`src/pgf_pkg.sv`:
```
// ----------------------------------------------------------------------------
// pgf_pkg
// shared constants, types and helpers of the potential gradient field unit
// ----------------------------------------------------------------------------
package pgf_pkg;

    // grid limits and potential width
    localparam int MAX_X     = 16;
    localparam int MAX_Y     = 16;
    localparam int MAX_Z     = 16;
    localparam int POT_WIDTH = 24;

    // fixed widths of the interface fields
    localparam int POS_W    = 4;
    localparam int IN_POT_W = 24;
    localparam int CNT_W    = 5;
    localparam int INV_W    = 16;
    localparam int FIELD_W  = 32;
    localparam int CFG_IDX_W = 2;

    // grid addressing, y major, then x, then z
    localparam int X_W    = $clog2(MAX_X);
    localparam int Y_W    = $clog2(MAX_Y);
    localparam int Z_W    = $clog2(MAX_Z);
    localparam int ADDR_W = X_W + Y_W + Z_W;
    localparam int DEPTH  = 1 << ADDR_W;

    // one memory word: {fixed, weighting, drift}
    localparam int WORD_W = 2 * POT_WIDTH + 1;

    // gradient datapath widths
    localparam int DIFF_W  = POT_WIDTH + 1;
    localparam int DCL_W   = (DIFF_W > 42) ? 42 : DIFF_W;
    localparam int PROD_W  = DCL_W + INV_W + 1;
    localparam int SHIFT   = 8;

    localparam longint POT_MAX  = (64'sd1 <<< (POT_WIDTH - 1)) - 64'sd1;
    localparam longint POT_MIN  = -POT_MAX - 64'sd1;
    localparam longint DIFF_LIM = 64'sd1 <<< 40;
    localparam longint FLD_MAX  = 64'sd2147483647;
    localparam longint FLD_MIN  = -64'sd2147483648;

    // opcodes
    localparam logic OP_LOAD    = 1'b0;
    localparam logic OP_COMPUTE = 1'b1;

    // configuration register indexes
    localparam logic [CFG_IDX_W-1:0] REG_X_COUNT = 2'd0;
    localparam logic [CFG_IDX_W-1:0] REG_Y_COUNT = 2'd1;
    localparam logic [CFG_IDX_W-1:0] REG_Z_COUNT = 2'd2;
    localparam logic [CFG_IDX_W-1:0] REG_INV     = 2'd3;

    typedef logic signed [POT_WIDTH-1:0] pot_t;
    typedef logic signed [FIELD_W-1:0]   field_t;
    typedef logic [ADDR_W-1:0]           addr_t;

    // control that travels beside the data in every stage
    typedef struct packed {
        logic valid;
        logic compute;
        logic live;
        logic bottom;
    } meta_t;

    // one result transfer
    typedef struct packed {
        logic   computed;
        field_t weight_ez;
        field_t weight_ey;
        field_t weight_ex;
        field_t drift_ez;
        field_t drift_ey;
        field_t drift_ex;
    } res_t;

    // count register write: zero acts as one, above the grid acts as the grid
    function automatic logic [CNT_W-1:0] clamp_count(input logic [CNT_W-1:0] v,
                                                     input int maxv);
        logic [CNT_W-1:0] r;
        r = v;
        if (v == '0)
            r = CNT_W'(1);
        else if (int'(v) > maxv)
            r = CNT_W'(maxv);
        return r;
    endfunction

    function automatic addr_t make_addr(input logic [CNT_W-1:0] x,
                                        input logic [CNT_W-1:0] y,
                                        input logic [CNT_W-1:0] z);
        logic [CNT_W+X_W-1:0] xw;
        logic [CNT_W+Y_W-1:0] yw;
        logic [CNT_W+Z_W-1:0] zw;
        xw = (CNT_W + X_W)'(x);
        yw = (CNT_W + Y_W)'(y);
        zw = (CNT_W + Z_W)'(z);
        return {yw[Y_W-1:0], xw[X_W-1:0], zw[Z_W-1:0]};
    endfunction

    // loaded value saturated to the store width
    function automatic pot_t sat_pot(input logic signed [IN_POT_W-1:0] v);
        longint w;
        w = longint'(v);
        if (w > POT_MAX)
            w = POT_MAX;
        else if (w < POT_MIN)
            w = POT_MIN;
        return POT_WIDTH'(w);
    endfunction

endpackage

```
`src/pgf_lane.sv`:
```
// ----------------------------------------------------------------------------
// pgf_lane
// one field component: difference, scale by inverse spacing, floor and saturate
// ----------------------------------------------------------------------------
module pgf_lane (
    input  logic                      clk,
    input  logic                      en,
    input  pgf_pkg::pot_t             centre,
    input  pgf_pkg::pot_t             neighbour,
    input  logic [pgf_pkg::INV_W-1:0] inv,
    output pgf_pkg::field_t           q
);
    import pgf_pkg::*;

    logic signed [DCL_W-1:0]  diff_reg;
    logic signed [DCL_W-1:0]  diff_next;
    logic signed [PROD_W-1:0] prod_reg;
    logic signed [PROD_W-1:0] prod_next;
    field_t                   q_reg;
    field_t                   q_next;

    // neighbour minus centre, limited to the range the scaling expects
    always_comb
    begin
        longint d;
        d = longint'(neighbour) - longint'(centre);
        if (d > DIFF_LIM)
            d = DIFF_LIM;
        else if (d < -DIFF_LIM)
            d = -DIFF_LIM;
        diff_next = DCL_W'(d);
    end

    assign prod_next = PROD_W'(diff_reg) * PROD_W'($signed({1'b0, inv}));

    // arithmetic shift gives floor rounding
    always_comb
    begin
        longint s;
        s = longint'(prod_reg >>> SHIFT);
        if (s > FLD_MAX)
            s = FLD_MAX;
        else if (s < FLD_MIN)
            s = FLD_MIN;
        q_next = FIELD_W'(s);
    end

    always_ff @(posedge clk)
    begin
        if (en)
        begin
            diff_reg <= diff_next;
            prod_reg <= prod_next;
            q_reg    <= q_next;
        end
    end

    assign q = q_reg;

endmodule

```
`config.mk`:
```
export PLATFORM = sky130hd
export DESIGN_NAME = pgf_lane
export DESIGN_NICKNAME = d
export VERILOG_FILES = /design/src/pgf_pkg.sv /design/src/pgf_lane.sv
export SDC_FILE = /design/constraint.sdc
export NUM_CORES = 1
export LEC_CHECK = 0
export ABC_AREA = 1
export BUFFER_PORTS_ARGS = -buffer_cell sky130_fd_sc_hd__buf_2
export CORE_ASPECT_RATIO = 1.1
export CORE_MARGIN = 5
export CORE_UTILIZATION = 28
export DETAILED_ROUTE_END_ITERATION = 8
export HOLD_SLACK_MARGIN = 0.05
export SYNTH_ARGS = -nofsm -noshare
export SYNTH_HDL_FRONTEND = slang
export SYNTH_SLANG_ARGS = --single-unit
```
`constraint.sdc`:
```
create_clock -name clk -period 9.7 [get_ports clk]
set_input_delay 0.485 -clock clk [delete_from_list [all_inputs] [get_ports clk]]
set_output_delay 0.485 -clock clk [all_outputs]
set_load 0.01 [all_outputs]
```
==> results by group <==
Yosys
  • Post-synthesis simple-gate area fraction: 17.0%
  • EDFF count, synth: 91
  • Synth Area in XOR/XNOR: 1.97%
  • Synth Instances: 2,543
  • Adder-cell share of the synthesized area: 46.7%
  • Synth async-reset ratio: 0%
  • Post-Syn Nets: 3,124
  • Avg Cell Area, Syn: 7.89 um2
  • Mux share of post-synthesis cell area: 0%
  • Mapped Area: 20,100 um2
  • Yosys warns: 0
  • Compound-Gate Fraction of Synth Area: 4.25%
  • Largest family of logic cells by synthesized area: adder cells
  • Sequential-to-total area share from yosys stat: 13.6%
  • Post-synth top flop: edfxtp_1
  • Yosys reg bits: 91
  • Post-synth cell types: 32

Finish
  • Area delta synth->final: 8.09%
  • Max reg flops: 34
  • Most common cell after layout, fill and taps aside: inv_1
  • Most frequent cells in the layout: inv_1 (779), nand2_1 (664), fa_1 (390)
  • Storage cell area: 2730 um2
  • Nets: 3,134
  • Fraction of layout cells with a size suffix above 1: 5.59%
  • Filler instances: 7,657
  • Non-filler cells, final: 3,504
  • Multi-input logic area: 14,000 um2

GRT
  • Global-route wire length before repair: 82,900 um
  • Initial antenna violation count: 3
  • Largest net degree at the start of global routing: 61
  • Vias in the first global route: 16,000
  • Grt ovf: 0
  • Tot GR Track Use: 13.1%

Floorplanning
  • Std cell rows: 103
  • Initial cell density of the core: 28.1%
  • CORE AREA: 71,400 um2
  • Full die area: 77,100 um2
  • Chip Height: 291 um
  • I/O pin cnt: 98
  • Die W: 265 um

Timing
  • Slew headroom: 27.5%
  • Hold WS: 466 ps
  • Setup Skew: 24.3 ps
  • Post-layout min period: 6290 ps
  • RSZ-0062 raised after global routing: no
  • Setup_tns: 0 ps
  • Period utilization: 64.9%
  • Final setup viols: 0
  • Hold Vio Cnt, Final: 0
  • Fin. max-slew vios: 0
  • Slew @ Worst Pin: 1090 ps
  • Max Freq: 159 MHz

CTS
  • CTS HTree Levels: 3
  • # hold bufs at CTS: 0
  • Sink Count: 91
  • CTS resizes: 0
  • Worst-Skew Late Latency: 380 ps
  • TritonCTS clock tree: yes
  • Root Driver: clkbuf_16
  • Post-CTS Setup Bufs: 0
  • Maximum clock path buffer count: 2
  • Cts bufs inserted: 9
  • Reg clk slew, reported paths: 90 ps

Setup path
  • CP dominant cell by count: fa_1
  • Crit path launch type: flop
  • Slowest cell on the critical path: fa_1
  • Crit. End Element: flop
  • CP required: 9820 ps
  • CP Cell Sequence: nand2_1 > fa_1 > fa_1 > inv_1 > fa_1 > fa_1 > fa_1 > inv_1 > fa_1 > inv_1 > ha_1 > nand2_1 > nor2_1 > nand2_1 > nor2_1 > nand4_1 > nand4_1 > nand2_1
  • WS Path Type: reg2reg
  • Worst path arrival time: 6420 ps
  • Largest fanout on the critical path: 16
  • CP peak stage delay: 800 ps

Drt
  • WL per Instance: 14.0 um
  • Routed WL: 48,900 um
  • DRT iter0 DRCs: 834
  • Post-route ant nets: 0
  • DR pass1 iterations: 5
  • Avg Vias per Cell: 4.29
  • Residual DRC: 0
  • Vias: 15,000

Placement
  • Post-placement cell count: 3,487
  • Placer Congestion: 0.915
  • Post-DP HPWL: 41,400 um
  • Port buffer count: 97

Outcome
  • Status: completed

Flow run
  • Max Cap Viol: 0

Hold path
  • Worst hold path type: reg2reg
[final cells by class]
type / instances / share of cell area [%]
multi-input cells: 1572 / 64.7
inverters: 779 / 13.5
flip-flops and latches: 91 / 12.6
well taps: 945 / 5.45
repair buffers: 100 / 2.36
clock buffers: 9 / 1.04
clock inverters: 7 / 0.341
diodes: 1 / 0.0115
[through the flow]
stage / cell area, um2 / setup WS [ps] / utilization (%)
4_1_cts: 21700 / 3390 / 30.4
3_3_place_gp: 21400 / 3180 / 29.9
3_5_place_dp: 21400 / 3140 / 29.9
6_report: 21700 / 3410 / 30.4
2_1_floorplan: 20100 / 3740 / -
5_1_grt: 21700 / 3010 / 30.4
[cells in the mapped netlist, types with 3 or more instances]
| master | instances | area, um2 |
|---|---|---|
| nand2_1 | 664 | 2490 |
| edfxtp_1 | 91 | 2730 |
| inv_1 | 779 | 2920 |
| nor3_1 | 5 | 25.0 |
| nor2_1 | 101 | 379 |
| o21ai_0 | 31 | 155 |
| a21o_1 | 5 | 37.5 |
| nand4_1 | 10 | 62.6 |
| fa_1 | 390 | 7810 |
| a21oi_1 | 102 | 510 |
| clkbuf_1 | 101 | 379 |
| xnor2_1 | 10 | 87.6 |
| nand3_1 | 47 | 235 |
| o21bai_1 | 9 | 67.6 |
| nor3_2 | 3 | 30.0 |
| ha_1 | 125 | 1560 |
| xor2_1 | 35 | 307 |
| nand2_2 | 13 | 81.3 |
[critical path: cells and delay by family (launching register included)]
family	cells	cell delay, ps
adder cells (fa/ha/maj)	7	3630
buffers and inverters	3	370
AND/OR/NAND/NOR	8	1320
flip-flops	1	710
[routing by layer]
layer  vias to the layer above  share of wire, %  GRT usage, %
met5                         -             0.055             0
met4                         4               1.5          2.28
met3                        56               6.0          2.07
met2                       414                46          21.6
met1                      7298                46          18.6
li1                       7268                 -             -
[worst paths after layout]
check	start	to	slack (ps)	depth (start not counted)
max reg2reg	diff_reg[24]$_DFFE_PP_	prod_reg[38]$_DFFE_PP_	3410	18
min reg2reg	prod_reg[41]$_DFFE_PP_	q[31]$_SDFFCE_PN0P_	470	0
min	prod_reg[41]$_DFFE_PP_	q[31]$_SDFFCE_PN0P_	470	0
max	diff_reg[24]$_DFFE_PP_	prod_reg[38]$_DFFE_PP_	3410	18
[kinds of logic after synthesis]
group                    Yosys count
flip-flops                        91
buffers and inverters            880
adder cells (fa/ha/maj)          515
AND/OR/NAND/NOR                  855
AO/OA/AOI/OAI                    157
XOR/XNOR                          45
Power is not shown: default switching activity piles up to over one toggle a cycle in this logic, so the estimate is an artifact.
