File: src/pgf_pkg.sv
// ----------------------------------------------------------------------------
// pgf_pkg
// shared constants, types and helpers of the potential gradient field unit
// ----------------------------------------------------------------------------
package pgf_pkg;

    // grid limits and potential width
    localparam int MAX_X     = 16;
    localparam int MAX_Y     = 16;
    localparam int MAX_Z     = 16;
    localparam int POT_WIDTH = 24;

    // fixed widths of the interface fields
    localparam int POS_W    = 4;
    localparam int IN_POT_W = 24;
    localparam int CNT_W    = 5;
    localparam int INV_W    = 16;
    localparam int FIELD_W  = 32;
    localparam int CFG_IDX_W = 2;

    // grid addressing, y major, then x, then z
    localparam int X_W    = $clog2(MAX_X);
    localparam int Y_W    = $clog2(MAX_Y);
    localparam int Z_W    = $clog2(MAX_Z);
    localparam int ADDR_W = X_W + Y_W + Z_W;
    localparam int DEPTH  = 1 << ADDR_W;

    // one memory word: {fixed, weighting, drift}
    localparam int WORD_W = 2 * POT_WIDTH + 1;

    // gradient datapath widths
    localparam int DIFF_W  = POT_WIDTH + 1;
    localparam int DCL_W   = (DIFF_W > 42) ? 42 : DIFF_W;
    localparam int PROD_W  = DCL_W + INV_W + 1;
    localparam int SHIFT   = 8;

    localparam longint POT_MAX  = (64'sd1 <<< (POT_WIDTH - 1)) - 64'sd1;
    localparam longint POT_MIN  = -POT_MAX - 64'sd1;
    localparam longint DIFF_LIM = 64'sd1 <<< 40;
    localparam longint FLD_MAX  = 64'sd2147483647;
    localparam longint FLD_MIN  = -64'sd2147483648;

    // opcodes
    localparam logic OP_LOAD    = 1'b0;
    localparam logic OP_COMPUTE = 1'b1;

    // configuration register indexes
    localparam logic [CFG_IDX_W-1:0] REG_X_COUNT = 2'd0;
    localparam logic [CFG_IDX_W-1:0] REG_Y_COUNT = 2'd1;
    localparam logic [CFG_IDX_W-1:0] REG_Z_COUNT = 2'd2;
    localparam logic [CFG_IDX_W-1:0] REG_INV     = 2'd3;

    typedef logic signed [POT_WIDTH-1:0] pot_t;
    typedef logic signed [FIELD_W-1:0]   field_t;
    typedef logic [ADDR_W-1:0]           addr_t;

    // control that travels beside the data in every stage
    typedef struct packed {
        logic valid;
        logic compute;
        logic live;
        logic bottom;
    } meta_t;

    // one result transfer
    typedef struct packed {
        logic   computed;
        field_t weight_ez;
        field_t weight_ey;
        field_t weight_ex;
        field_t drift_ez;
        field_t drift_ey;
        field_t drift_ex;
    } res_t;

    // count register write: zero acts as one, above the grid acts as the grid
    function automatic logic [CNT_W-1:0] clamp_count(input logic [CNT_W-1:0] v,
                                                     input int maxv);
        logic [CNT_W-1:0] r;
        r = v;
        if (v == '0)
            r = CNT_W'(1);
        else if (int'(v) > maxv)
            r = CNT_W'(maxv);
        return r;
    endfunction

    function automatic addr_t make_addr(input logic [CNT_W-1:0] x,
                                        input logic [CNT_W-1:0] y,
                                        input logic [CNT_W-1:0] z);
        logic [CNT_W+X_W-1:0] xw;
        logic [CNT_W+Y_W-1:0] yw;
        logic [CNT_W+Z_W-1:0] zw;
        xw = (CNT_W + X_W)'(x);
        yw = (CNT_W + Y_W)'(y);
        zw = (CNT_W + Z_W)'(z);
        return {yw[Y_W-1:0], xw[X_W-1:0], zw[Z_W-1:0]};
    endfunction

    // loaded value saturated to the store width
    function automatic pot_t sat_pot(input logic signed [IN_POT_W-1:0] v);
        longint w;
        w = longint'(v);
        if (w > POT_MAX)
            w = POT_MAX;
        else if (w < POT_MIN)
            w = POT_MIN;
        return POT_WIDTH'(w);
    endfunction

endpackage

File: src/pgf_skid.sv
// ----------------------------------------------------------------------------
// pgf_skid
// output register with one skid entry between the pipeline and the result bus
// ----------------------------------------------------------------------------
module pgf_skid (
    input  logic          clk,
    input  logic          rst_n,
    input  logic          push,
    input  pgf_pkg::res_t push_data,
    output logic          room,
    output logic          out_valid,
    input  logic          out_ready,
    output pgf_pkg::res_t out_data
);
    import pgf_pkg::*;

    logic out_valid_reg;
    logic skid_valid_reg;
    res_t out_data_reg;
    res_t skid_data_reg;

    always_ff @(posedge clk or negedge rst_n)
    begin
        if (!rst_n)
        begin
            out_valid_reg  <= 1'b0;
            skid_valid_reg <= 1'b0;
        end
        else if (skid_valid_reg)
        begin
            if (out_ready)
            begin
                skid_valid_reg <= 1'b0;
            end
        end
        else if (push)
        begin
            if (!out_valid_reg || out_ready)
                out_valid_reg <= 1'b1;
            else
                skid_valid_reg <= 1'b1;
        end
        else if (out_ready)
        begin
            out_valid_reg <= 1'b0;
        end
    end

    always_ff @(posedge clk)
    begin
        if (skid_valid_reg)
        begin
            if (out_ready)
                out_data_reg <= skid_data_reg;
        end
        else if (push)
        begin
            if (!out_valid_reg || out_ready)
                out_data_reg <= push_data;
            else
                skid_data_reg <= push_data;
        end
    end

    assign room      = !skid_valid_reg;
    assign out_valid = out_valid_reg;
    assign out_data  = out_data_reg;

endmodule

File: config.mk
export PLATFORM = sky130hd
export DESIGN_NAME = pgf_skid
export DESIGN_NICKNAME = d
export VERILOG_FILES = /design/src/pgf_pkg.sv /design/src/pgf_skid.sv
export SDC_FILE = /design/constraint.sdc
export NUM_CORES = 1
export LEC_CHECK = 0
export ABC_CLOCK_PERIOD_IN_PS = 13820
export BUFFER_PORTS_ARGS = -buffer_cell sky130_fd_sc_hd__buf_2
export CORE_ASPECT_RATIO = 0.6
export CORE_MARGIN = 2
export CORE_UTILIZATION = 55
export CTS_CLUSTER_SIZE = 8
export DETAILED_ROUTE_END_ITERATION = 10
export HOLD_SLACK_MARGIN = 0.12
export PLACE_DENSITY = 0.94
export SETUP_SLACK_MARGIN = 0.3
export SKIP_LAST_GASP = 1
export SLEW_MARGIN = 40
export SYNTH_ARGS = -nofsm -noshare
export SYNTH_HDL_FRONTEND = slang
export SYNTH_SLANG_ARGS = --single-unit
File: constraint.sdc
create_clock -name clk -period 13.82 [get_ports clk]
set_input_delay 2.764 -clock clk [delete_from_list [all_inputs] [get_ports clk]]
set_output_delay 2.764 -clock clk [all_outputs]
set_load 0.05 [all_outputs]
==> results of run 1 <==
## layer usage
metal	vias up	wire length, um
li1	3312	-
met1	3709	12100
met2	344	16000
met3	79	2860
met4	0	983
met5	-	0
## worst register-to-register path, delay by kind of cell, from the launching register on
kind	cells	cell delay, ns
AO/OA/AOI/OAI	1	0.63
buffers and inverters	3	1.51
flip-flops	1	0.66
AND/OR/NAND/NOR	1	0.22
## logic make-up after synthesis
| kind of cell | Yosys count |
|---|---|
| AOI/OAI and AO/OA | 3 |
| muxes | 193 |
| buffers and inverters | 23 |
| DFF | 388 |
| and+or+nand+nor | 4 |
## cells in the mapped netlist (all sizes together)
cell    number  area [sq um]
edfxtp     386         11600
a22o         1          8.76
inv          1          3.75
o22a         1          8.76
nor2         2          7.51
mux2       193          2550
dfrtp        2          50.1
buf         22           198
and4bb       1          12.5
nand2b       1          6.26
a21oi        1          5.00
## power groups by stage
stage          clock (W)  sequential [W]  combinational, W
2_1_floorplan          0         0.00168          0.000139
3_3_place_gp           0         0.00146          0.000454
3_5_place_dp           0         0.00147          0.000466
4_1_cts          0.00119         0.00145          0.000469
5_1_grt          0.00124         0.00145          0.000491
6_report         0.00117         0.00144          0.000471
## layout make-up
type / count / area (sq um)
clock buffers: 66 / 1400
inverters: 1 / 3.75
repair buffers: 399 / 2090
clock inverters: 4 / 63.8
multi-input cells: 200 / 2610
flip-flops and latches: 388 / 11600
fillers: 1548 / 7300
diodes: 5 / 12.5
well taps: 352 / 440
## how the worst min path moves through the flow
stage | to | cells past startpoint
6_report | out_data[176] | 1
5_1_grt | out_data[138] | 1
4_1_cts | out_data[135] | 1
3_5_place_dp | out_data[29] | 1
3_3_place_gp | out_data[69] | 1
2_1_floorplan | out_data[0] | 1
## metrics by stage
step | hold slack [ns] | total power (W) | instances | cell area [sq um] | util [%]
global route | 0.553 | 0.00318 | 1413 | 18300 | 71.4
detailed placement | 0.531 | 0.00193 | 1338 | 16700 | 65.5
CTS | 0.543 | 0.00310 | 1408 | 18200 | 71.2
finish | 0.541 | 0.00308 | 1415 | 18300 | 71.4
global placement | 0.526 | 0.00192 | 1337 | 16700 | 65.4
floorplan | 0.523 | 0.00182 | 611 | 14400 | -
==> flow_metrics.tcl, run 1 <==
set metrics [dict create \
    status "finished, final reports clean" \
    drtIter0Drc 500 \
    track_usage_pct 22.6 \
    grt_max_degree 81 \
    start_kind "input pin" \
    met3_usage_pct 8.39 \
    synthSimpleGateAreaFrac_pct 0.182 \
    end_kind "flip-flop" \
    finClkSkew_ns 0.0204 \
    synthesis.area_sq_mm 0.0144 \
    period_needed_ns 4.99 \
    drc 0 \
    synthMuxAreaShare_pct 17.7 \
    hold_buffers 0 \
    die_height_um 130 \
    start_util_pct 56.5 \
    fp.dieW_um 213 \
    cts_tree "done" \
    io_pins 392 \
    cp_max_fo 73 \
    timing_hold_violations_final 0 \
    clockBufferDepth 3 \
    max-vdd-ir-drop_uv 132 \
    grt_setup_unrepaired "no" \
    fin_tns_setup_ns 0 \
    hp-class "flip-flop to flip-flop" \
    critical_path.top_delay_family "buffers and inverters" \
    crit_start "out_ready" \
    core-area_sq_mm 0.0256 \
    pwr-share-seq_pct 46.8 \
    cp_slowest_stage_delay_ns 0.87 \
    syn-instance-count 611 \
    worstPathArrival_ns 5.17 \
    synth_top_family_by_area "multiplexers" \
    r2r-start "skid_valid_reg" \
    syn_avg_cell_area_sq_um 23.6 \
    clkPwrFrac_pct 37.9 \
    synthAdderAreaFrac_pct 0 \
    timing.slew.headroom_pct 46.5 \
    final_common_cell "buf_2" \
    intPower_w 0.00227 \
    place_congestion 0.809 \
    worst-r2r-cell-count 5 \
    p_sw_w 0.000815 \
    synthXorXnorAreaFrac_pct 0 \
    clkSinkCount 388 \
    drv_slew 0 \
    setup_ws_ns 8.83 \
    path_cells "buf_2 > and4bb_4 > buf_6 > buf_6" \
    place_hpwl_mm 20.8 \
    rows 45 \
    crit_buf_inv 3 \
    crit_type "input pin to flip-flop" \
    finalCritPeriodShare_pct 36.1 \
    sw_frac_of_total_pct 26.5 \
    yosysWarnings 0 \
    drive_gt1_share_pct 61.7 \
    layout.cells.most_common_list "buf_2 (391), edfxtp_1 (386), mux2_4 (100)" \
    ys_types 13 \
    clk_pin_slew_worst_paths_ns 0.06 \
    ant_nets 0 \
    path_depth 4 \
    grt_overflow 0 \
    met2_usage_pct 37.7 \
    wl_per_cell_um 22.5 \
    place.port_buffers 391 \
    first_pass_iters 6 \
    drv_cap 0 \
    antenna_found_initial 4 \
    setup_viol_count_final 0 \
    post_cts_resized 0 \
    nNetsFinal 1241 \
    yosysSeqAreaShare_pct 80.6 \
    numCtsBuffers 54 \
    reg2reg_slack_ns 10.45 \
    combPwrFrac_pct 15.3 \
    grt_pass1_wl_mm 46.2 \
    synth_nets 808 \
    ys_seq_elements 388 \
    first_global_vias 7977 \
    dieArea_sq_mm 0.0276 \
    areaGrowthSynthToFinish_pct 26.4 \
    p_per_area_mw_per_mm2 169 \
    max_clock_freq_ghz 0.200 \
    vias 7444 \
    top_usage_layer "met2" \
    hold_start "skid_data_reg[176]" \
    setup.worst_path.end "skid_data_reg[87]" \
    crit_required_ns 14.00 \
    htreeDepth 2 \
    reg2reg_to "out_data[83]" \
    place_ws_ns 8.26 \
    tightest_slew_ns 0.802 \
    viasPerCell 5.26 \
    wl_mm 31.9 \
    grtUsageMet1_pct 27.0 \
    cts_setup_buffers 0 \
    leakage_nw 7.07 \
    cts-root-buf "clkbuf_16" \
    synth-compound-area-share_pct 0.156 \
    cp_common_cell "buf_6" \
    slowest_stage "and4bb_4" \
    clock_latency_ns 0.56 \
]
(Power assumes the default switching activity.)
==> run 2, diff against run 1 <==
--- a/config.mk
+++ b/config.mk
@@ -5,15 +5,15 @@
 export SDC_FILE = /design/constraint.sdc
 export NUM_CORES = 1
 export LEC_CHECK = 0
-export ABC_CLOCK_PERIOD_IN_PS = 13820
+export ABC_CLOCK_PERIOD_IN_PS = 4600
 export BUFFER_PORTS_ARGS = -buffer_cell sky130_fd_sc_hd__buf_2
 export CORE_ASPECT_RATIO = 0.6
 export CORE_MARGIN = 2
-export CORE_UTILIZATION = 55
+export CORE_UTILIZATION = 52
 export CTS_CLUSTER_SIZE = 8
 export DETAILED_ROUTE_END_ITERATION = 10
 export HOLD_SLACK_MARGIN = 0.12
-export PLACE_DENSITY = 0.94
+export PLACE_DENSITY = 0.9
 export SETUP_SLACK_MARGIN = 0.3
 export SKIP_LAST_GASP = 1
 export SLEW_MARGIN = 40
==> constraint.sdc (replaced) <==
create_clock -name clk -period 4.6 [get_ports clk]
set_input_delay 0.92 -clock clk [delete_from_list [all_inputs] [get_ports clk]]
set_output_delay 0.92 -clock clk [all_outputs]
set_load 0.05 [all_outputs]
==> run 2 against run 1 <==
Against the previous run:
- hold slack lost 0.38 ns
- total power grew to 3.0 times the previous value
- wire length is essentially flat
- critical path type is now flip-flop to primary output
- largest power group unchanged
- setup slack lost 6.7 ns
- critical endpoint is now room
==> flow_metrics.tcl, run 2 (synthesis results as in run 1) <==
set metrics [dict create \
    wl_met3_mm 3.11 \
    setup_viol_count_final 0 \
    antenna_found_initial 11 \
    place.port_buffers 391 \
    status "finished, final reports clean" \
    drc 0 \
    areaGrowthSynthToFinish_pct 27.0 \
    postPlaceCellArea_sq_mm 0.0168 \
    leakage_nw 7.11 \
    seq_area_sq_mm 0.0116 \
    hp-class "input pin to async pin" \
    start_kind "flip-flop" \
    period_needed_ns 2.45 \
    hold_buffers 0 \
    fin_tns_setup_ns 0 \
    clock_latency_ns 0.54 \
    design_area_sq_mm 0.0183 \
    end_kind "primary output" \
    grt_max_degree 123 \
    ant_nets 0 \
    wl_met2_mm 15.5 \
    total_power_w 0.00924 \
    crit_type "flip-flop to primary output" \
    layout.cells.most_common_list "buf_2 (391), edfxtp_1 (386), mux2_4 (100)" \
    first_global_vias 7821 \
    place_ws_ns 2.01 \
    nNetsFinal 1246 \
    viasPerCell 5.26 \
    worstPathArrival_ns 1.53 \
    place_congestion 0.771 \
    place_hpwl_mm 21.2 \
    max-vdd-ir-drop_uv 337 \
    cts_setup_buffers 0 \
    p_per_area_mw_per_mm2 504 \
    grt_setup_unrepaired "no" \
    cp_max_fo 21 \
    final_common_cell "buf_2" \
    dieArea_sq_mm 0.0292 \
    first_pass_iters 5 \
    tightest_slew_ns 0.724 \
    io_pins 392 \
    multiInputGateArea_sq_mm 0.00261 \
    max_clock_freq_ghz 0.409 \
    start_util_pct 52.6 \
    cts-root-buf "clkbuf_16" \
    rows 47 \
    clk_pin_slew_worst_paths_ns 0.05 \
    finClkSkew_ns 0.0138 \
    drv_slew 0 \
    track_usage_pct 21.5 \
    drtIter0Drc 474 \
    grt_pass1_wl_mm 46.4 \
    drv_cap 0 \
    timing.slew.headroom_pct 51.7 \
    wl_mm 31.9 \
    die_height_um 133 \
    htreeDepth 2 \
    crit_required_ns 3.68 \
    wl_met1_mm 12.6 \
    vias 7543 \
    clockBufferDepth 3 \
    finalCritPeriodShare_pct 53.2 \
    setup_ws_ns 2.15 \
    cts_tree "done" \
    timing_hold_violations_final 0 \
    numCtsBuffers 54 \
    fp.dieW_um 219 \
    post_cts_resized 0 \
    hold_slack_ns 0.157 \
    fillers 1705 \
    drive_gt1_share_pct 61.9 \
    grt_overflow 0 \
    maxUsedRoutingLayer "met5" \
    clkSinkCount 388 \
    wl_per_cell_um 22.2 \
    core-area_sq_mm 0.0275 \
]
[run 2: final timing paths]
| check | start | to | slack, ns | cells past startpoint |
|---|---|---|---|---|
| worst max-delay path | skid_valid_reg | room | 2.15 | 2 |
| worst min-delay path | rst_n | skid_valid_reg | 0.16 | 1 |
| worst max register to register | skid_valid_reg | out_data[98] | 2.23 | 3 |
| worst min register to register | skid_data_reg[157] | out_data[157] | 0.54 | 1 |
| max in group asynchronous | rst_n | skid_valid_reg | 4.33 | 1 |
| min in group clk | skid_data_reg[157] | out_data[157] | 0.54 | 1 |
[run 2: cell type report]
| type | count | area share (%) |
|---|---|---|
| antenna | 7 | 0.0955 |
| clock buffer | 66 | 7.73 |
| clock inverter | 2 | 0.211 |
| inverter | 1 | 0.0205 |
| multi-input combinational | 200 | 14.2 |
| sequential | 388 | 63.5 |
| tap | 367 | 2.50 |
| timing repair buffer | 404 | 11.7 |
[run 2: critical path, stage by stage, from the launching register on]
cell and delay [ns]:
dfrtp_4 0.60, inv_1 0.11, buf_2 0.26
[run 2: power by group]
part	total, W	switching, W	internal, W	leakage, nW
clock network	0.00348	0.00132	0.00217	0.709
registers	0.00432	0.0000782	0.00424	3.65
logic	0.00143	0.00101	0.000422	2.75
[run 2: layer usage]
layer	vias up	GRT usage, %
met1	3780	27.2
li1	3319	-
met5	-	0
met2	389	34.6
met4	4	6.83
met3	51	7.91
[run 2: stage by stage]
step | instances | utilization [%]
3_5_place_dp | 1359 | 61.3
6_report | 1435 | 66.8
2_1_floorplan | 611 | -
3_3_place_gp | 1358 | 61.2
4_1_cts | 1427 | 66.6
5_1_grt | 1431 | 66.8
==> run 3, diff against run 2 <==
--- a/config.mk
+++ b/config.mk
@@ -5,7 +5,7 @@
 export SDC_FILE = /design/constraint.sdc
 export NUM_CORES = 1
 export LEC_CHECK = 0
-export ABC_CLOCK_PERIOD_IN_PS = 4600
+export ABC_CLOCK_PERIOD_IN_PS = 2500
 export BUFFER_PORTS_ARGS = -buffer_cell sky130_fd_sc_hd__buf_2
 export CORE_ASPECT_RATIO = 0.6
 export CORE_MARGIN = 2
==> constraint.sdc (replaced) <==
create_clock -name clk -period 2.5 [get_ports clk]
set_input_delay 0.5 -clock clk [delete_from_list [all_inputs] [get_ports clk]]
set_output_delay 0.5 -clock clk [all_outputs]
set_load 0.05 [all_outputs]
==> run 3 against run 2 <==
Against the previous run:
- sequential share of layout area decreased by 1.8 points
- wire length increased by 8.5%
- hold slack got worse by 0.017 ns
- clock skew increased by 0.0073 ns
- global-route usage increased by 2.0 points
- non-clock buffer count increased by 49
- sequential cell count unchanged
- count of clock-buffer cells in the layout increased by 2
- setup slack got worse by 1.8 ns
- core utilization increased by 1.9 points
- combinational power increased by 92%
- highest routed layer is now met4
==> flow_metrics.tcl, run 3 (synthesis results as in run 1) <==
set metrics [dict create \
    worstPathArrival_ns 1.60 \
    wl_mm 34.6 \
    place_hpwl_mm 21.5 \
    start_kind "flip-flop" \
    clk_pin_slew_worst_paths_ns 0.06 \
    io_pins 392 \
    drv_slew 0 \
    fin_tns_setup_ns 0 \
    max-vdd-ir-drop_uv 780 \
    timing_hold_violations_final 0 \
    min_to "skid_data_reg[2]" \
    leakage_nw 7.35 \
    drc 0 \
    hold_start "push_data[2]" \
    place_ws_ns 0.622 \
    drtIter0Drc 598 \
    first_pass_iters 6 \
    fp.dieW_um 219 \
    areaGrowthSynthToFinish_pct 30.7 \
    setup_viol_count_final 0 \
    period_needed_ns 2.10 \
    numCtsBuffers 54 \
    max_clock_freq_ghz 0.475 \
    cts-root-buf "clkbuf_16" \
    finClkSkew_ns 0.0210 \
    nNetsFinal 1295 \
    core-area_sq_mm 0.0275 \
    viasPerCell 5.29 \
    place.port_buffers 391 \
    reg2reg_to "out_data[135]" \
    grt_overflow 0 \
    pwr-share-seq_pct 45.9 \
    sw_frac_of_total_pct 26.3 \
    intPower_w 0.0128 \
    whs_path_depth 1 \
    p_sw_w 0.00456 \
    die_height_um 133 \
    status "finished, final reports clean" \
    rows 47 \
    clockBufferDepth 3 \
    first_global_vias 8479 \
    ant_nets 0 \
    clock_latency_ns 0.55 \
    wl_per_cell_um 23.4 \
    antenna_found_initial 2 \
    grt_pass1_wl_mm 50.4 \
    p_per_area_mw_per_mm2 917 \
    crit_required_ns 2.00 \
    track_usage_pct 23.5 \
    setup_ws_ns 0.395 \
    clkPwrFrac_pct 38.2 \
    cts_tree "done" \
    hp-class "input pin to flip-flop" \
    drv_cap 0 \
    layout.cells.most_common_list "buf_2 (390), edfxtp_1 (386), mux2_4 (100)" \
    combPwrFrac_pct 15.9 \
    final_common_cell "buf_2" \
    vias 7827 \
    end_kind "primary output" \
    finalCritPeriodShare_pct 84.2 \
    dieArea_sq_mm 0.0292 \
    tightest_slew_ns 0.561 \
    place_congestion 0.791 \
    timing.slew.headroom_pct 62.6 \
    grt_max_degree 90 \
    drive_gt1_share_pct 59.8 \
    clkSinkCount 388 \
    total_power_w 0.0173 \
    cp_max_fo 25 \
    htreeDepth 2 \
    grt_setup_unrepaired "no" \
    r2r-start "skid_valid_reg" \
    worst-r2r-cell-count 3 \
    start_util_pct 52.6 \
    crit_type "flip-flop to primary output" \
    reg2reg_slack_ns 0.59 \
]
run 3: final cells by class:
cell class / count / area, sq um
Sequential cell: 388 / 11600
Fill cell: 1679 / 8580
Clock inverter: 1 / 30.0
Tap cell: 367 / 459
Multi-Input combinational cell: 200 / 2610
Inverter: 1 / 3.75
Timing Repair Buffer: 453 / 2660
Antenna cell: 2 / 5.00
Clock buffer: 68 / 1470
run 3: worst max path at each step:
| stage | endpoint | startpoint |
|---|---|---|
| 2_1_floorplan | skid_data_reg[0] | skid_valid_reg |
| 3_3_place_gp | skid_data_reg[128] | out_ready |
| 3_5_place_dp | skid_data_reg[137] | out_ready |
| 4_1_cts | room | skid_valid_reg |
| 5_1_grt | room | skid_valid_reg |
| 6_report | room | skid_valid_reg |
run 3: power groups by stage:
stage	Clock (W)	Combinational [W]	Sequential [W]
final	0.00662	0.00275	0.00795
after global routing	0.00700	0.00286	0.00798
after CTS	0.00671	0.00274	0.00795
after detailed placement	0	0.00266	0.00805
after global placement	0	0.00261	0.00803
after floorplan	0	0.000773	0.00921
run 3: stage by stage:
step	instance area (sq um)	cells	utilization (%)	hold slack [ns]
after global routing	18900	1479	68.7	0.118
final	18900	1480	68.7	0.140
after global placement	16900	1365	61.6	0.286
after detailed placement	16900	1365	61.6	0.291
after floorplan	14500	611	-	0.204
after CTS	18800	1475	68.5	0.120
run 3: critical path, stage by stage, from the launching register on:
cell and delay [ns]:
dfrtp_4 0.54, buf_16 0.20, inv_1 0.10, buf_4 0.20
run 3: what timing repair did:
| item | CTS | global route |
|---|---|---|
| setup buffers | 0 | 0 |
| resized for setup | 1 | 1 |
| endpoints found under the hold margin | 42 | 2 |
| gates cloned | 0 | 1 |
| hold buffers | 41 | 2 |
| endpoints found under the setup margin | 1 | 1 |
run 3: routing by layer:
metal	part of all wire (%)	vias to the layer above	wire length, um	global-route usage (%)
li1	-	3416	-	-
met1	38	3904	13100	28.5
met2	49	432	16900	38.9
met3	10	75	3630	8.67
met4	2.8	0	961	8.22
met5	0	-	0	0
