===== src/pgf_ram.sv =====
// ----------------------------------------------------------------------------
// pgf_ram
// generic memory, one write port and one read port with registered read data
// ----------------------------------------------------------------------------
module pgf_ram #(
    parameter int WIDTH = 8,
    parameter int DEPTH = 16
) (
    input  logic                     clk,
    input  logic                     we,
    input  logic [$clog2(DEPTH)-1:0] waddr,
    input  logic [WIDTH-1:0]         wdata,
    input  logic                     re,
    input  logic [$clog2(DEPTH)-1:0] raddr,
    output logic [WIDTH-1:0]         rdata
);

    logic [WIDTH-1:0] mem [DEPTH];

    always_ff @(posedge clk)
    begin
        if (we)
        begin
            mem[waddr] <= wdata;
        end
        if (re)
        begin
            rdata <= mem[raddr];
        end
    end

endmodule


===== config.mk =====
export PLATFORM = sky130hd
export DESIGN_NAME = pgf_ram
export DESIGN_NICKNAME = d
export VERILOG_FILES = /design/src/pgf_ram.sv
export SDC_FILE = /design/constraint.sdc
export NUM_CORES = 1
export LEC_CHECK = 0
export ABC_AREA = 1
export BUFFER_PORTS_ARGS = -buffer_cell sky130_fd_sc_hd__clkbuf_2
export CORE_ASPECT_RATIO = 1.25
export CORE_UTILIZATION = 55
export DETAILED_ROUTE_END_ITERATION = 7
export GPL_TIMING_DRIVEN = 1
export PLACE_DENSITY = 0.8
export REMOVE_ABC_BUFFERS = 1
export SLEW_MARGIN = 20
export SYNTH_ARGS = -nofsm -noshare
export SYNTH_HDL_FRONTEND = slang
export SYNTH_SLANG_ARGS = --single-unit

===== constraint.sdc =====
create_clock -name clk -period 1.3 [get_ports clk]
set_input_delay 0.065 -clock clk [delete_from_list [all_inputs] [get_ports clk]]
set_output_delay 0.065 -clock clk [all_outputs]
set_load 0.01 [all_outputs]

==> impl_results.rst, run 1 <==
.. list-table::
   :header-rows: 1

   * - Metric
     - Value
   * - Status
     - finished clean
   * - H-Tree Level Count
     - 4
   * - Tightest Pin Transition
     - slightly below 0.6 ns
   * - Router iterations before antenna repair
     - 5
   * - Synth unique cells
     - 11
   * - Sequential area share after synthesis
     - 0.698
   * - Logic gate share of total power
     - 0.062
   * - Detailed-route via count
     - ~4000
   * - Routability congestion estimate from global placement
     - approximately 0.88
   * - Number of buffers added by the clock tree synthesis step
     - 17
   * - Total negative setup slack
     - 0 ns
   * - Area added between synthesis and finish
     - 14.7%
   * - Required @ worst endpoint
     - ~1.5 ns
   * - Pin count of the biggest net entering global routing
     - between 40 and 50
   * - DR WL met3
     - between 1 and 1.5 mm
   * - Wire length on met2
     - approximately 6.5 mm
   * - Iteration-0 DRC count of the detailed router
     - 491
   * - Share of final-layout standard cells stronger than drive strength 1
     - 0.123
   * - Max Root-Sink Buffers
     - 2
   * - DRC violations left
     - 0
   * - Leading register cell type out of synthesis
     - sky130_fd_sc_hd__edfxtp_1
   * - Crit path time final
     - 1.19 ns
   * - Classification of the worst-slack hold path
     - primary input to flip-flop
   * - Area of the core
     - just over 10000 um2
   * - Power spent charging and discharging nets
     - ~2.1 mW
   * - Worst Path Arrival
     - around 1.4 ns
   * - Post-CTS setup buffer count
     - 0
   * - Fraction of power spent switching nets
     - 0.215
   * - Post-route antenna net violation count
     - 0
   * - Synthesized cell area
     - between 5000 and 6000 um2
   * - Final clock period utilization by the worst path
     - 0.918
   * - Most common cell in the synthesized netlist
     - sky130_fd_sc_hd__nand2_1
   * - Dpl cells
     - 705
   * - Rel. slew slack
     - 0.612
   * - Maximum fanout along the worst path
     - 1
   * - # hold bufs at CTS
     - 0
   * - Chip height
     - roughly 120 um
   * - X dimension of the die
     - 94.2 um
   * - Cell accounting for the most synthesized area
     - sky130_fd_sc_hd__edfxtp_1
   * - Clock-pin slew of the registers on the worst-case setup and hold paths
     - 0.05 ns
   * - Type of the setup path with the least slack
     - flip-flop to flip-flop
   * - Total die area
     - roughly 11000 um2
   * - Register bit total from synthesis
     - around 140
   * - Initial cell density of the core
     - 0.573
   * - Area share of the leading cell type in the synthesized netlist
     - 0.698
   * - Wire length per cell
     - between 15 and 20 um
   * - TritonCTS clock tree
     - built
   * - Number of top-level pins
     - 27
   * - Antenna violations before repair
     - 0
   * - Share of synthesized registers carrying an async set or reset
     - 0
   * - Share of power burned in registers
     - 0.507
   * - Number of nets in the layout
     - roughly 610
   * - Synth area leaders
     - sky130_fd_sc_hd__edfxtp_1 70%, sky130_fd_sc_hd__nand2_1 11%, sky130_fd_sc_hd__nand3_1 8.3%, sky130_fd_sc_hd__inv_1 6.4%, sky130_fd_sc_hd__buf_6 1.2%
   * - Worst IR drop on VDD
     - 1.59 mV
   * - Number of max-capacitance violations reported
     - 0
   * - Leakage power figure
     - between 2 and 3 nW
   * - Number of synthesized flops with an enable pin
     - roughly 140
   * - Row count
     - 41
   * - Final Max Slew Viols
     - 0
   * - Clock network fraction of design power
     - 0.431
   * - Most frequent cells after synthesis
     - 173 x sky130_fd_sc_hd__nand2_1, 136 x sky130_fd_sc_hd__edfxtp_1, 100 x sky130_fd_sc_hd__inv_1
   * - Number of cells in the finished layout apart from fillers
     - approximately 740
   * - Synthesized area per cell
     - 10.6 um2
   * - Final hold slack
     - between 0.06 and 0.07 ns
   * - Total congestion overflow after global routing
     - 0
   * - Internal cell power
     - a little under 8 mW
   * - Setup clock skew after layout
     - slightly below 0.006 ns
   * - CTS sink cnt
     - 136
   * - Metal1 wirelength
     - between 4 and 5 mm
   * - Power per standard cell area
     - ~1500 nW/um2
   * - Worst setup EP type
     - flip-flop
   * - Launching element type of the critical path
     - flip-flop
   * - Total cell area at the placement stage
     - around 6200 um2
   * - # port buffers
     - 26
   * - Number of instances in the synthesized netlist
     - 551
   * - Detailed placer's ending HPWL
     - approximately 8 mm
   * - Global-route wire length before repair
     - between 15 and 20 mm
   * - Highest routed metal layer
     - met4
   * - FILL cells
     - slightly above 700
   * - WL final
     - between 10 and 15 mm
   * - Final total power
     - just under 10 mW
   * - Final design area excluding fillers
     - about 6700 um2
   * - Antenna cell count
     - 0
   * - Later-pin clock latency in the skew report
     - 0.42 ns
   * - Number of global-route vias before repair
     - around 3800
   * - Final setup violation count
     - 0
   * - Upper clock frequency limit
     - between 800 and 900 MHz
   * - Resized Gates After CTS
     - 0
   * - Count of endpoints failing hold in the final timing report
     - 0
   * - Overall Global Routing Usage
     - 0.254
   * - Unrepaired setup endpoints after global routing
     - no
   * - Root buffer selected by CTS
     - sky130_fd_sc_hd__clkbuf_16
   * - Ratio of routed vias to standard cells
     - around 5.5
   * - Warnings, synthesis
     - 0
[power by group through the flow]
stage	registers, mW	logic (mW)	clock network, mW
floorplan	5.06	0.265	0
global placement	5.06	0.578	0
detailed placement	5.06	0.597	0
CTS	4.97	0.604	4.27
global route	4.98	0.663	4.45
finish	4.97	0.608	4.23
[sequential cells by signal, summed over array words and instances, names as in the netlist]
register / flops
mem: 128
rdata: 8
[cell usage in the layout (no fill, tap or decap)]
cell / netlist / final
sky130_fd_sc_hd__nand2_1: 173 / 173
sky130_fd_sc_hd__nand3b_1: 2 / 2
sky130_fd_sc_hd__bufinv_16: 0 / 1
sky130_fd_sc_hd__clkbuf_1: 0 / 3
sky130_fd_sc_hd__inv_2: 2 / 2
sky130_fd_sc_hd__nand3_1: 97 / 97
sky130_fd_sc_hd__nor2_1: 17 / 17
sky130_fd_sc_hd__buf_4: 4 / 20
sky130_fd_sc_hd__buf_12: 0 / 3
sky130_fd_sc_hd__clkbuf_2: 0 / 26
sky130_fd_sc_hd__clkinv_1: 0 / 5
sky130_fd_sc_hd__clkinvlp_4: 0 / 1
sky130_fd_sc_hd__clkbuf_16: 0 / 17
sky130_fd_sc_hd__edfxtp_1: 136 / 136
sky130_fd_sc_hd__inv_1: 100 / 100
sky130_fd_sc_hd__clkinv_4: 0 / 1
sky130_fd_sc_hd__clkinv_2: 0 / 4
[layer usage]
metal | vias to the layer above | global-route usage
met1 | 1899 | 0.310
met2 | 215 | 0.414
met3 | 40 | 0.0711
met5 | - | 0
li1 | 1876 | -
met4 | 0 | 0.133
[layout make-up]
type,instances,area [um2],share of cell area
Timing Repair Buffer,49,340,0.0508
Tap cell,129,161,0.0241
Sequential cell,136,4080,0.609
Clock buffer,20,437,0.0651
Inverter,102,383,0.0571
Clock inverter,12,85.1,0.0127
Multi-Input combinational cell,289,1210,0.181
[logic make-up (layout without fill, tap and decap cells)]
logic type,count (synthesis),in the layout,share of synthesized area
buffers and inverters,126,183,0.0939
DFF,136,136,0.698
and+or+nand+nor,289,289,0.208
[per-stage QoR]
| stage | utilization | worst slack (ns) |
|---|---|---|
| after floorplan | - | 0.114 |
| after global routing | 0.657 | 0.0715 |
| after CTS | 0.657 | 0.116 |
| after detailed placement | 0.606 | 0.000455 |
| final | 0.657 | 0.106 |
| after global placement | 0.606 | 0.0493 |
[worst paths after layout]
kind / slack (ns) / from / cells past startpoint / end
hold reg to reg: 0.75 / mem[6][2] / 6 / rdata[2]
hold / removal: 0.06 / re / 1 / rdata[4]
setup / recovery: 0.11 / mem[1][1] / 6 / rdata[1]
setup reg to reg: 0.11 / mem[1][1] / 6 / rdata[1]
[critical path, cell delays in order, from the launching register on]
cell and delay [ns]:
sky130_fd_sc_hd__edfxtp_1 0.38, sky130_fd_sc_hd__inv_1 0.07, sky130_fd_sc_hd__nand2_1 0.05, sky130_fd_sc_hd__nand3_1 0.10, sky130_fd_sc_hd__nand3_1 0.14, sky130_fd_sc_hd__nand3_1 0.14
sky130_fd_sc_hd__nand2_1 0.07
Power figures use the tool's default switching activity.
==> inputs of run 2 (changes only) <==
Settings changed: ABC_AREA 1 to not set.
==> run 2 against run 1 <==
Compared with the run above: the flow now finishes with violations (negative setup slack); clock skew barely moved; sequential cell count unchanged; global-route usage is 1.0 points lower; clock power fell by 7.6%; synthesized area decreased by 11%; sequential power about the same; largest cell class unchanged; largest power group unchanged.
==> impl_results.rst, run 2 <==
.. list-table::
   :header-rows: 1

   * - Metric
     - Value
   * - Status
     - finished, violations left
   * - Failing checks
     - negative setup slack
   * - WL final
     - 10.5 mm (-18%)
   * - Chip height
     - 111 um (-5.4%)
   * - Worst setup slack before clock tree synthesis
     - -0.381 ns (-0.382 ns)
   * - Final Max Slew Viols
     - 0 (unchanged)
   * - Rel. slew slack
     - 0.461 (-0.151)
   * - Power spent charging and discharging nets
     - 1.87 mW (-11%)
   * - Most common cell in the synthesized netlist
     - sky130_fd_sc_hd__edfxtp_1
   * - Number of synthesized flops with an enable pin
     - 136 (unchanged)
   * - Most frequent cells in the layout
     - 136 x sky130_fd_sc_hd__edfxtp_1, 27 x sky130_fd_sc_hd__mux4_2, 26 x sky130_fd_sc_hd__clkbuf_2
   * - Launching element type of the critical path
     - flip-flop
   * - Warnings, synthesis
     - 0 (unchanged)
   * - Global-route wire length before repair
     - 15.8 mm (-19%)
   * - Number of nets in the layout
     - 313 (-49%)
   * - Final WS setup
     - -0.186 ns (-0.292 ns)
   * - Worst setup EP type
     - flip-flop
   * - Sequential area share after synthesis
     - 0.781 (+0.0828)
   * - Logic gate share of total power
     - 0.055 (-0.007)
   * - Largest incremental delay on the critical path
     - 0.48 ns (+0.10 ns)
   * - Total die area
     - 9900 um2 (-10%)
   * - Share of final-layout standard cells stronger than drive strength 1
     - 0.368 (+0.245)
   * - Synth unique cells
     - 18 (+7)
   * - Registers with the highest flip-flop counts
     - mem: 128 flops, rdata: 8 flops
   * - Ratio of routed vias to standard cells
     - 5.97 (+9.2%)
   * - Synthesized cell area
     - 5230 um2 (-11%)
   * - Number of buffers added by the clock tree synthesis step
     - 17 (unchanged)
   * - Root buffer selected by CTS
     - sky130_fd_sc_hd__clkbuf_16
   * - Area added between synthesis and finish
     - 18.4%
   * - CP bufs+invs
     - 0 (-1)
   * - Iteration-0 DRC count of the detailed router
     - 207 (-58%)
   * - Required @ worst endpoint
     - 1.45 ns (-0.02 ns)
   * - Most frequent cells after synthesis
     - 136 x sky130_fd_sc_hd__edfxtp_1, 18 x sky130_fd_sc_hd__mux4_2, 16 x sky130_fd_sc_hd__a22oi_1
   * - Area share of the leading cell type in the synthesized netlist
     - 0.781 (+0.0828)
   * - DRC violations left
     - 0 (unchanged)
   * - Clock-pin slew of the registers on the worst-case setup and hold paths
     - 0.05 ns (about the same)
   * - Number of instances in the synthesized netlist
     - 229 (-58%)
   * - Final clock period utilization by the worst path
     - 1.14 (+0.224)
   * - Library cell contributing the largest single delay on the critical path
     - sky130_fd_sc_hd__mux4_2
   * - Wire length per cell
     - 24.6 um (+41%)
   * - Setup clock skew after layout
     - 0.00600 ns (+0.0000852 ns)
   * - Later-pin clock latency in the skew report
     - 0.41 ns (about the same)
   * - Total congestion overflow after global routing
     - 0 (unchanged)
   * - Register bit total from synthesis
     - 136 (unchanged)
   * - H-Tree Level Count
     - 4 (unchanged)
   * - Flip-flop count of the largest register, all copies and words added
     - 128 (unchanged)
   * - FILL cells
     - 594 (-18%)
   * - Final setup violation count
     - 8 (+8)
   * - Area of all sequential standard cells
     - 4080 um2 (unchanged)
   * - Antenna cell count
     - 0 (unchanged)
   * - Total cell area at the placement stage
     - 5710 um2 (-7.6%)
   * - Area of the core
     - 9170 um2 (-10%)
   * - Row count
     - 39 (-4.9%)
   * - Final total power
     - 9.41 mW (-4.1%)
   * - Leading register cell type out of synthesis
     - sky130_fd_sc_hd__edfxtp_1
   * - Commonest non-fill, non-tap cell in the layout
     - sky130_fd_sc_hd__edfxtp_1
   * - Detailed-route via count
     - 2550 (-37%)
   * - CTS sink cnt
     - 136 (unchanged)
   * - Share of synthesized registers carrying an async set or reset
     - 0 (unchanged)
   * - Clock network fraction of design power
     - 0.416 (-0.015)
   * - Leakage power figure
     - 2.09 nW (-28%)
   * - Share of power burned in registers
     - 0.529 (+0.022)
   * - Max Root-Sink Buffers
     - 2 (unchanged)
   * - Chain of cells forming the critical path
     - mux4_2 > a22oi_1 > nand2_1
   * - Detailed placer's ending HPWL
     - 6.33 mm (-21%)
   * - Antenna violations before repair
     - 0 (unchanged)
   * - Tightest Pin Transition
     - 0.806 ns (+0.225 ns)
   * - X dimension of the die
     - 89.2 um (-5.3%)
   * - Unrepaired setup endpoints after global routing
     - yes
   * - TritonCTS clock tree
     - built
   * - Maximum fanout along the worst path
     - 1 (unchanged)
   * - Type of the setup path with the least slack
     - flip-flop to flip-flop
   * - Routability congestion estimate from global placement
     - 0.766 (-13%)
   * - Router iterations before antenna repair
     - 4 (-1)
   * - Classification of the worst-slack hold path
     - primary input to flip-flop
   * - Category of cells accounting for the largest share of critical-path delay
     - multiplexers
   * - Worst IR drop on VDD
     - 0.854 mV (-46%)
   * - Number of global-route vias before repair
     - 2657 (-31%)
   * - Register with the most flip-flops
     - mem
   * - # port buffers
     - 26 (unchanged)
   * - Cell accounting for the most synthesized area
     - sky130_fd_sc_hd__edfxtp_1
   * - Upper clock frequency limit
     - 673 MHz (-20%)
   * - Post-CTS setup buffer count
     - 0 (unchanged)
   * - Crit path time final
     - 1.49 ns (+0.292 ns)
   * - Post-route antenna net violation count
     - 0 (unchanged)
   * - Final hold slack
     - 0.0824 ns (+0.0199 ns)
   * - Overall Global Routing Usage
     - 0.244 (-0.0100)
   * - Fraction of power spent switching nets
     - 0.199 (-0.0160)
   * - Pin count of the biggest net entering global routing
     - 20 (-56%)
   * - Synth area leaders
     - sky130_fd_sc_hd__edfxtp_1 78%, sky130_fd_sc_hd__mux4_2 7.8%, sky130_fd_sc_hd__mux4_1 7.0%, sky130_fd_sc_hd__a22oi_1 2.3%, sky130_fd_sc_hd__nor2_1 0.93%
   * - Combined area of the multi-input logic cells
     - 1060 um2 (-13%)
   * - Final design area excluding fillers
     - 6190 um2 (-7.7%)
   * - Count of endpoints failing hold in the final timing report
     - 0 (unchanged)
   * - Synthesized area per cell
     - 22.8 um2 (+120%)
   * - Internal cell power
     - 7.53 mW (-2.2%)
   * - Number of max-capacitance violations reported
     - 0 (unchanged)
   * - Initial cell density of the core
     - 0.570 (-0.00291)
   * - Total negative setup slack
     - -0.983 ns (-0.983 ns)
   * - Number of top-level pins
     - 27 (unchanged)
   * - Worst Path Arrival
     - 1.64 ns (+0.28 ns)
   * - # hold bufs at CTS
     - 0 (unchanged)
   * - Power per standard cell area
     - 1520 nW/um2 (+3.8%)
-- run 2: cell count changes after synthesis, sizes merged, moves of 4 or more --
cell   delta
buf      -17
inv     -102
nor3      +4
mux4     +32
nand2   -164
nor2      -4
a22oi    +16
nand3    -96
-- run 2: path summary, 6_finish.rpt --
kind / startpoint / endpoint / slack (ns) / cells past startpoint
setup / recovery: mem[3][4] / rdata[4] / -0.19 / 3
setup reg to reg: mem[3][4] / rdata[4] / -0.19 / 3
hold reg to reg: mem[15][0] / rdata[0] / 0.76 / 3
hold / removal: re / rdata[5] / 0.08 / 1
-- run 2: final cells by class --
type	count	share of cell area
clock inverter	8	0.00566
clock buffer	21	0.0712
timing repair buffer	56	0.0675
multi-input combinational	83	0.171
sequential	136	0.660
tap	123	0.0249
-- run 2: power groups by stage --
| stage | Combinational [mW] | Clock, mW | Sequential, mW |
|---|---|---|---|
| after floorplan | 0.197 | 0 | 5.06 |
| after global placement | 0.479 | 0 | 5.05 |
| after detailed placement | 0.490 | 0 | 5.06 |
| after CTS | 0.515 | 3.97 | 4.98 |
| after global routing | 0.555 | 4.16 | 4.98 |
| final | 0.516 | 3.91 | 4.98 |
-- run 2: stage by stage --
step | instances | util
after floorplan | 219 | -
after global placement | 398 | 0.623
after detailed placement | 398 | 0.623
after CTS | 427 | 0.675
after global routing | 427 | 0.675
final | 427 | 0.675
-- run 2: timing repair --
item	CTS	global route
endpoints found under the hold margin	0	0
pin swaps	4	1
setup endpoints to repair	8	8
resized for setup	11	5
-- run 2: logic make-up (layout without fill, tap and decap cells) --
family	after synthesis	after routing	share of synthesized area
simple gates	35	35	0.0314
flops	136	136	0.781
compound gates	16	16	0.0230
mux	32	32	0.148
buf+inv	10	85	0.0165
-- run 2: routing by layer --
| layer | part of all wire | track usage |
|---|---|---|
| met1 | 0.38 | 0.320 |
| met2 | 0.52 | 0.374 |
| met3 | 0.066 | 0.0618 |
| met4 | 0.038 | 0.133 |
| met5 | 0 | 0 |
==> inputs of run 3 (changes only) <==
Settings changed: CORE_MARGIN set to 3, PLACE_DENSITY 0.8 to not set, PLACE_DENSITY_LB_ADDON set to 0.05.
==> run 3 against run 2 <==
Compared with the run above: setup slack better by 0.037 ns; register-to-register slack better by 0.04 ns; the flow still finishes with violations (negative setup slack); critical path depth did not move; largest cell class unchanged; sequential cell count unchanged; critical endpoint is now rdata[6]; first-iteration DRC count increased by 27%.
==> impl_results.rst, run 3 (synthesized netlist as in run 2, its figures left out) <==
.. list-table::
   :header-rows: 1

   * - Metric
     - Value
   * - Classification of the worst-slack hold path
     - primary input to flip-flop
   * - # hold bufs at CTS
     - 0 (unchanged)
   * - Global-route wire length before repair
     - 15.4 mm (-2.8%)
   * - Required @ worst endpoint
     - 1.46 ns (about the same)
   * - Chip height
     - 115 um (+3.6%)
   * - Crit path time final
     - 1.45 ns (-0.0373 ns)
   * - Leakage power figure
     - 2.10 nW (+0.62%)
   * - Internal cell power
     - 7.92 mW (+5.1%)
   * - Setup clock skew after layout
     - 0.00478 ns (-0.00122 ns)
   * - Flip-flop count of the largest register, all copies and words added
     - 128 (unchanged)
   * - Power per standard cell area
     - 1580 nW/um2 (+4.1%)
   * - Dpl cells
     - 397 (-0.25%)
   * - Router iterations before antenna repair
     - 4 (unchanged)
   * - Clock-pin slew of the registers on the worst-case setup and hold paths
     - 0.06 ns (about the same)
   * - Final Max Slew Viols
     - 0 (unchanged)
   * - # port buffers
     - 26 (unchanged)
   * - X dimension of the die
     - 93.2 um (+4.5%)
   * - Most frequent cells in the layout
     - 136 x sky130_fd_sc_hd__edfxtp_1, 30 x sky130_fd_sc_hd__mux4_2, 26 x sky130_fd_sc_hd__clkbuf_2
   * - Final setup violation count
     - 8 (unchanged)
   * - Area added between synthesis and finish
     - 19.0%
   * - Pin count of the biggest net entering global routing
     - 21 (+5.0%)
   * - FILL cells
     - 615 (+3.5%)
   * - Library cell contributing the largest single delay on the critical path
     - sky130_fd_sc_hd__mux4_2
   * - Worst setup EP type
     - flip-flop
   * - Fraction of power spent switching nets
     - 0.195 (-0.00417)
   * - Total die area
     - 10700 um2 (+8.2%)
   * - Number of nets in the layout
     - 312 (-0.32%)
   * - DRC violations left
     - 0 (unchanged)
   * - Final clock period utilization by the worst path
     - 1.11 (-0.0287)
   * - Iteration-0 DRC count of the detailed router
     - 262 (+27%)
   * - Maximum fanout along the worst path
     - 1 (unchanged)
   * - Logic gate share of total power
     - 0.051 (-0.004)
   * - Root buffer selected by CTS
     - sky130_fd_sc_hd__clkbuf_16
   * - Number of cells in the finished layout apart from fillers
     - 428 (+0.23%)
   * - Failing checks
     - negative setup slack
   * - Worst IR drop on VDD
     - 1.13 mV (+32%)
   * - Row count
     - 39 (unchanged)
   * - CTS sink cnt
     - 136 (unchanged)
   * - Wire length per cell
     - 23.6 um (-4.1%)
   * - Area of the core
     - 9220 um2 (+0.53%)
   * - Antenna cell count
     - 0 (unchanged)
   * - Type of the setup path with the least slack
     - flip-flop to flip-flop
   * - Register with the most flip-flops
     - mem
   * - Total congestion overflow after global routing
     - 0 (unchanged)
   * - Share of power burned in registers
     - 0.505 (-0.024)
   * - Max Root-Sink Buffers
     - 2 (unchanged)
   * - Tightest Pin Transition
     - 0.919 ns (+0.112 ns)
   * - Launching element type of the critical path
     - flip-flop
   * - Antenna violations before repair
     - 0 (unchanged)
   * - Total cell area at the placement stage
     - 5690 um2 (-0.35%)
   * - Routability congestion estimate from global placement
     - 0.769 (+0.46%)
   * - Detailed-route via count
     - 2511 (-1.5%)
   * - Post-route antenna net violation count
     - 0 (unchanged)
   * - Share of final-layout standard cells stronger than drive strength 1
     - 0.387 (+0.0185)
   * - Initial cell density of the core
     - 0.567 (-0.00301)
   * - WL final
     - 10.1 mm (-3.9%)
   * - TritonCTS clock tree
     - built
   * - Overall Global Routing Usage
     - 0.211 (-0.0328)
   * - Clock network fraction of design power
     - 0.444 (+0.028)
   * - Largest incremental delay on the critical path
     - 0.47 ns (about the same)
   * - Worst Path Arrival
     - 1.61 ns (-0.03 ns)
   * - Rel. slew slack
     - 0.385 (-0.0752)
   * - Unrepaired setup endpoints after global routing
     - yes
   * - Commonest non-fill, non-tap cell in the layout
     - sky130_fd_sc_hd__edfxtp_1
   * - Number of top-level pins
     - 27 (unchanged)
   * - Later-pin clock latency in the skew report
     - 0.41 ns (about the same)
   * - Upper clock frequency limit
     - 690 MHz (+2.6%)
   * - Number of max-capacitance violations reported
     - 0 (unchanged)
   * - Power spent charging and discharging nets
     - 1.92 mW (+2.4%)
   * - H-Tree Level Count
     - 4 (unchanged)
   * - Detailed placer's ending HPWL
     - 6.45 mm (+2.0%)
   * - Count of endpoints failing hold in the final timing report
     - 0 (unchanged)
   * - Status
     - finished, violations left
   * - Final design area excluding fillers
     - 6220 um2 (+0.49%)
   * - Chain of cells forming the critical path
     - mux4_2 > a22oi_2 > nand2_1
   * - Number of global-route vias before repair
     - 2591 (-2.5%)
   * - Post-CTS setup buffer count
     - 0 (unchanged)
   * - Number of buffers added by the clock tree synthesis step
     - 17 (unchanged)
   * - Registers with the highest flip-flop counts
     - mem: 128 flops, rdata: 8 flops
   * - Ratio of routed vias to standard cells
     - 5.87 (-1.8%)
   * - Worst setup slack before clock tree synthesis
     - -0.309 ns (+0.0719 ns)
   * - Final WS setup
     - -0.148 ns (+0.0373 ns)
run 3: cell count changes in the layout (fill, tap and decap cells not counted):
cell                         delta
sky130_fd_sc_hd__clkinvlp_4     +1
sky130_fd_sc_hd__clkinv_2       +2
sky130_fd_sc_hd__mux4_1         -3
sky130_fd_sc_hd__buf_12         -1
sky130_fd_sc_hd__clkbuf_1       -3
sky130_fd_sc_hd__bufinv_16      +2
sky130_fd_sc_hd__a22oi_2        -1
sky130_fd_sc_hd__a22oi_1        +1
sky130_fd_sc_hd__mux4_2         +3
run 3: routing by layer:
| metal | share of wire | vias to the layer above | global-route usage |
|---|---|---|---|
| li1 | - | 1101 | - |
| met1 | 0.42 | 1300 | 0.290 |
| met2 | 0.51 | 96 | 0.326 |
| met3 | 0.058 | 14 | 0.0668 |
| met4 | 0.012 | 0 | 0.0762 |
| met5 | 0 | - | 0 |
run 3: per-stage QoR:
step	setup TNS (ns)	hold WS (ns)	utilization	power [mW]
6_report	-0.574	0.0553	0.674	9.84
5_1_grt	-0.948	0.0531	0.674	10.2
4_1_cts	-0.834	0.0493	0.675	9.92
3_5_place_dp	-2.33	0.488	0.617	5.54
3_3_place_gp	-2.21	0.486	0.617	5.53
2_1_floorplan	-2.54	0.164	-	5.26
run 3: cell type report:
type / count / area, um2 / area share
Clock buffer: 18 / 429 / 0.0690
Clock inverter: 13 / 113 / 0.0181
Multi-Input combinational cell: 83 / 1040 / 0.168
Sequential cell: 136 / 4080 / 0.657
Tap cell: 123 / 154 / 0.0247
Timing Repair Buffer: 55 / 398 / 0.0640
run 3: path summary, 6_finish.rpt:
kind | end | cells past startpoint | startpoint | slack (ns)
worst max-delay path | rdata[6] | 3 | mem[0][6] | -0.15
worst min-delay path | mem[4][2] | 1 | wdata[2] | 0.06
worst max register to register | rdata[6] | 3 | mem[0][6] | -0.15
worst min register to register | rdata[2] | 3 | mem[14][2] | 0.74
run 3: critical path: cells and delay by family, from the launching register on:
kind / cells / cell delay [ns]
and+or+nand+nor: 1 / 0.08
muxes: 1 / 0.47
DFF: 1 / 0.38
AOI/OAI and AO/OA: 1 / 0.27
run 3: what timing repair did:
item                                    CTS  global route
endpoints found under the setup margin    8             8
pin swaps                                 0             8
gates cloned                              0             0
resized for setup                         6            12
run 3: power groups by stage:
stage	Clock, mW	Combinational (mW)	Sequential, mW
6_report	4.37	0.499	4.97
3_5_place_dp	0	0.486	5.06
5_1_grt	4.66	0.543	4.98
2_1_floorplan	0	0.197	5.06
3_3_place_gp	0	0.480	5.05
4_1_cts	4.46	0.493	4.97
